<file path="config.mk">
export PLATFORM = sky130hd
export DESIGN_NAME = csm_mul
export DESIGN_NICKNAME = d
export VERILOG_FILES = /design/src/rtl/csm_pkg.sv /design/src/rtl/csm_mul.sv
export SDC_FILE = /design/constraint.sdc
export NUM_CORES = 2
export LEC_CHECK = 0
export BUFFER_PORTS_ARGS = -buffer_cell sky130_fd_sc_hd__buf_2
export CORE_UTILIZATION = 50
export DETAILED_ROUTE_END_ITERATION = 12
export GPL_TIMING_DRIVEN = 0
export PLACE_DENSITY_LB_ADDON = 0.08
export SLEW_MARGIN = 25
export SYNTH_ARGS = -nofsm -noshare
export SYNTH_HDL_FRONTEND = slang
export SYNTH_SLANG_ARGS = --single-unit
</file>
<file path="constraint.sdc">
create_clock -name clk -period 11.89 [get_ports clk]
set_input_delay 0.5945 -clock clk [delete_from_list [all_inputs] [get_ports clk]]
set_output_delay 0.5945 -clock clk [all_outputs]
set_load 0.01 [all_outputs]
</file>
<file path="src/rtl/csm_pkg.sv">
// ----------------------------------------------------------------------------
// csm_pkg
// Shared types and constants of the CSR sparse matrix-vector block: item
// kinds, register indexes, controller states and multiplier status.
// ----------------------------------------------------------------------------
package csm_pkg;

  localparam int ROW_W     = 16;
  localparam int IDX_W     = 10;
  localparam int NCOL_W    = 11;
  localparam int ACC_W     = 64;
  localparam int FRAC_BITS = 16;
  localparam int CFG_IDX_W = 2;
  localparam int EXT_IDX_W = 17;

  localparam logic [NCOL_W-1:0] NUM_COLS_RST = 11'd1024;
  localparam int                SCALE_RST    = 65536;

  localparam logic [CFG_IDX_W-1:0] CFG_NUM_COLS = 2'd0;
  localparam logic [CFG_IDX_W-1:0] CFG_MODE     = 2'd1;
  localparam logic [CFG_IDX_W-1:0] CFG_SCALE    = 2'd2;

  typedef enum logic [1:0] {
    KIND_START = 2'd0,
    KIND_LOAD  = 2'd1,
    KIND_NZ    = 2'd2,
    KIND_EMPTY = 2'd3
  } kind_t;

  typedef enum logic [2:0] {
    ST_IDLE,
    ST_READ,
    ST_MUL,
    ST_FIN,
    ST_SCL,
    ST_SMUL,
    ST_EMIT
  } state_t;

  typedef struct packed {
    logic done;
    logic sat;
  } mul_stat_t;

endpackage

</file>
<file path="src/rtl/csm_mul.sv">
// ----------------------------------------------------------------------------
// csm_mul
// Signed multiplier with saturation to 64 bits. The second operand is split
// into a low and a high half, one partial product per cycle, then summed and
// saturated. Result and status are registered and flagged by done.
// ----------------------------------------------------------------------------
module csm_mul #(
  parameter int VB = 32
) (
  input  logic                    clk,
  input  logic                    rst_n,
  input  logic                    start,
  input  logic signed [VB-1:0]    a,
  input  logic signed [VB-1:0]    b,
  output logic signed [63:0]      p,
  output csm_pkg::mul_stat_t      stat
);

  localparam int H     = VB / 2;
  localparam int LO_W  = VB + H + 1;
  localparam int HI_W  = 2 * VB - H;
  localparam int PW    = 2 * VB;
  localparam int EXT_W = (PW > 65) ? PW : 65;

  logic signed [VB-1:0]    a_r;
  logic signed [VB-1:0]    b_r;
  logic [3:0]              ph_r;
  logic signed [LO_W-1:0]  lo_r;
  logic signed [HI_W-1:0]  hi_r;
  logic signed [63:0]      p_r;
  logic                    sat_r;

  logic signed [LO_W-1:0]  lo_a;
  logic signed [LO_W-1:0]  lo_b;
  logic signed [LO_W-1:0]  lo_nxt;
  logic signed [HI_W-1:0]  hi_a;
  logic signed [HI_W-1:0]  hi_b;
  logic signed [HI_W-1:0]  hi_nxt;
  logic signed [EXT_W-1:0] full;
  logic signed [EXT_W-1:0] max_c;
  logic signed [EXT_W-1:0] min_c;
  logic                    pos_ovf;
  logic                    neg_ovf;
  logic signed [63:0]      p_nxt;

  always_comb begin
    lo_a   = {{(H + 1){a_r[VB-1]}}, a_r};
    lo_b   = {{VB{1'b0}}, 1'b0, b_r[H-1:0]};
    lo_nxt = lo_a * lo_b;
    hi_a   = {{(HI_W - VB){a_r[VB-1]}}, a_r};
    hi_b   = {{(HI_W - VB + H){b_r[VB-1]}}, b_r[VB-1:H]};
    hi_nxt = hi_a * hi_b;
  end

  always_comb begin
    full    = {{(EXT_W - LO_W){lo_r[LO_W-1]}}, lo_r}
            + ({{(EXT_W - HI_W){hi_r[HI_W-1]}}, hi_r} <<< H);
    max_c   = {{(EXT_W - 63){1'b0}}, {63{1'b1}}};
    min_c   = {{(EXT_W - 63){1'b1}}, {63{1'b0}}};
    pos_ovf = full > max_c;
    neg_ovf = full <= min_c;
    if (pos_ovf) begin
      p_nxt = {1'b0, {63{1'b1}}};
    end else if (neg_ovf) begin
      p_nxt = {1'b1, {63{1'b0}}};
    end else begin
      p_nxt = full[63:0];
    end
  end

  always_ff @(posedge clk) begin
    if (!rst_n) begin
      ph_r <= '0;
    end else begin
      ph_r <= {ph_r[2:0], start};
    end
  end

  always_ff @(posedge clk) begin
    if (start) begin
      a_r <= a;
      b_r <= b;
    end
    if (ph_r[0]) begin
      lo_r <= lo_nxt;
    end
    if (ph_r[1]) begin
      hi_r <= hi_nxt;
    end
    if (ph_r[2]) begin
      p_r   <= p_nxt;
      sat_r <= pos_ovf | neg_ovf;
    end
  end

  assign p         = p_r;
  assign stat.done = ph_r[3];
  assign stat.sat  = sat_r;

endmodule
</file>
==> summary.md <==
| Metric | Value |
|---|---|
| Maximum root-to-sink buffer count | 3 |
| Die Ht | 306 um |
| DRC viols | 0 |
| Cell Chain, Critical Path | clkbuf_1 > nand2_1 > fa_1 > fa_1 > fa_1 > inv_1 > fa_1 > fa_1 > inv_1 > fa_1 > inv_1 > ha_1 > nand2_1 > nor2_1 > nand2_1 > o21a_1 > o41ai_1 > a221oi_1 > o21ai_0 > and2_1 > clkbuf_1 > a31oi_1 > xnor2_1 |
| Vias per cell | around 5.5 |
| Per-cell routed wire length | between 20 and 25 um |
| I/O Buffers | around 130 |
| Hold Fails Final Rpt | 0 |
| 1st-pass router iterations | 5 |
| Vias in the first global route | roughly 37000 |
| Mean post-synth cell area | roughly 9.4 um2 |
| Hold slack final | between 100 and 150 ps |
| Placed standard-cell area | between 0.04 and 0.05 mm2 |
| Total Die Area | around 0.094 mm2 |
| Crit-path most repeated cell | fa_1 |
| Initial Utilization | 50.5% |
| Setup repair bufs after CTS | 0 |
| Synth Area in Adders | between 40% and 50% |
| Fmax | about 0.11 GHz |
| Final period util | between 70 and 80% |
| Final setup viols | 0 |
| Placer Congestion | around 0.98 |
| Mux contribution to synthesized area | less than 1% |
| Drt total wl | 149000 um |
| Fin Clk Skew | approximately 30 ps |
| CTS H-tree depth | 1 |
| Outcome | complete, no violations |
| FILL cells | about 8700 |
| Initial antenna violation count | 30 |
| Simple-Gate Fraction of Synth Area | 14.6% |
| CP Capture Type | register |
| Unrepaired setup endpoints after global routing | no |
| Post-synth EDFFs | about 230 |
| Min Tclk post-route | 9270 ps |
| Clk root buf | clkbuf_16 |
| Final Instance Area | ~0.050 mm2 |
| CORE AREA | between 0.09 and 0.1 mm2 |
| Pre-CTS WS | a little under 3000 ps |
| Async set-reset flop share out of synthesis | 0% |
| Post-Synthesis Cells | ~4900 |
| Setup TNS | 0 ps |
| Drt initial violations | roughly 2700 |
| Clk Latency, worst-skew pair | about 650 ps |
| Critical path's slowest cell | edfxtp_1 |
| Die Span X | a little over 300 um |
| Total grt overflow | 0 |
| Num rows | around 110 |
| Synth Area in Compound Gates | between 6 and 7% |
| Flops & latches, synth | 230 |
| Cell accounting for the most synthesized area | fa_1 |
| Via count | between 30000 and 40000 |
| XOR/XNOR Fraction of Synth Area | between 2 and 3% |
| Largest net degree at the start of global routing | 50 |
| TritonCTS Buffers | 30 |
| Hold crit path type | primary input to register |
| Register area share after synthesis | about 15% |
| Post-synth top area share | between 40% and 50% |
| Max incr delay on CP | ~800 ps |
| Fraction of layout cells with a size suffix above 1 | under 10% |
| Post-synth top flop | edfxtp_1 |
| Nets | ~6400 |
| Yosys warnings | 0 |
| Clk slew on worst S/H paths | approximately 70 ps |
| Post-synth cell types | between 90 and 100 |
| Final ANT Viol Nets | 0 |
| # hold bufs at CTS | 0 |
| Relative slew slack | 21.3% |
| Largest family of logic cells by synthesized area | adder cells |
| Net count after synthesis | ~6200 |
| First-pass GRT wire length | roughly 230000 um |
| Post-synth top cells | inv_1 (1149), fa_1 (976), nand2_1 (696) |
| Worst EP arrival | approximately 9600 ps |
| Post-cts sizing count | 0 |
| Critical Path Start Type | register |
| Max-cap violation count | 0 |
| CP max FO | 10 |
| Critical path class | register to register |
| Synth top area cells | fa_1 (42%), edfxtp_1 (15%), inv_1 (9.3%) |
| Synth-to-layout area growth | 7.12% |
| Cell area after synthesis | 0.0463 mm2 |
| Clk sinks | 230 |
| Slew Limit Fails | 0 |
| I/O Pins | approximately 130 |
| Fin worst setup slack | around 2600 ps |
| CP Data Required Time | around 12000 ps |
| Gr usage total | approximately 33% |
| Worst-Margin Slew | 1180 ps |
| DP HPWL | 125000 um |
| Count leader, synth | inv_1 |
| CTS tree | done |
==> path summary, 6_finish.rpt <==
path,from,endpoint,slack (ps),cells past startpoint
worst max-delay path,b_r[2]$_DFFE_PP_,lo_r[41]$_DFFE_PP_,2620,23
worst min-delay path,b[2],b_r[2]$_DFFE_PP_,120,1
worst max register to register,b_r[2]$_DFFE_PP_,lo_r[41]$_DFFE_PP_,2620,23
worst min register to register,lo_r[10]$_DFFE_PP_,p[10]$_SDFFCE_PP1P_,570,2
==> per-layer routing <==
layer / up-vias / GRT usage, % / part of all wire, %
li1: 15100 / - / -
met1: 17500 / 44.1 / 41
met2: 1503 / 50.7 / 44
met3: 403 / 7.62 / 9.2
met4: 40 / 16.7 / 6.0
met5: - / 0 / 0.18
==> metrics by stage <==
stage / util [%] / instances
after floorplan: - / 4904
after global placement: 52.8 / 6222
after detailed placement: 52.9 / 6226
after CTS: 54.1 / 6282
after global routing: 54.1 / 6283
final: 54.1 / 6294
==> cell usage in the layout (no fill, tap or decap), types with 24 or more instances in the layout <==
cell type and count:
a21o_1 64, a21oi_1 163, and2_1 401, buf_2 149, clkbuf_1 213, clkbuf_16 30
edfxtp_1 226, fa_1 976, ha_1 279, inv_1 1149, nand2_1 696, nand3_1 28
nand4_1 24, nor2_1 153, o21ai_0 72, o21bai_1 24, xnor2_1 95, xor2_1 37
==> critical path: cells and delay by family (launching register included) <==
kind                       cells  cell delay [ps]
adders and majority gates      7             3430
AOI/OAI and AO/OA              5             1960
buffers and inverters          5             1130
and+or+nand+nor                5              830
DFF                            1              800
xor gates and xnor gates       1              760
==> cell families (layout without fill, tap and decap cells) <==
family,after synthesis,after routing
AO/OA/AOI/OAI,469,469
XOR/XNOR,133,133
adder cells (fa/ha/maj),1256,1256
buffers and inverters,1390,1582
flip-flops,230,230
multiplexers,8,8
other,0,12
AND/OR/NAND/NOR,1418,1418
==> area by class of cell <==
type                    count  area (um2)  area share [%]
inverters                1150        4320            8.71
multi-input cells        3284       34100            68.8
plain buffers             240         983            1.98
repair buffers            136         743            1.50
clock inverters            22         249           0.502
diodes                     12        30.0          0.0606
flip-flops and latches    230        6880            13.9
well taps                1186        1480            2.99
clock buffers              34         766            1.54
==> sequential cells by signal, summed over array words and instances, names as in the netlist <==
register  count
sat_r         1
hi_r         48
a_r          32
lo_r         49
p            64
b_r          32
ph_r          4
Power is not shown: default switching activity piles up to over one toggle a cycle in this logic, so the estimate is an artifact.
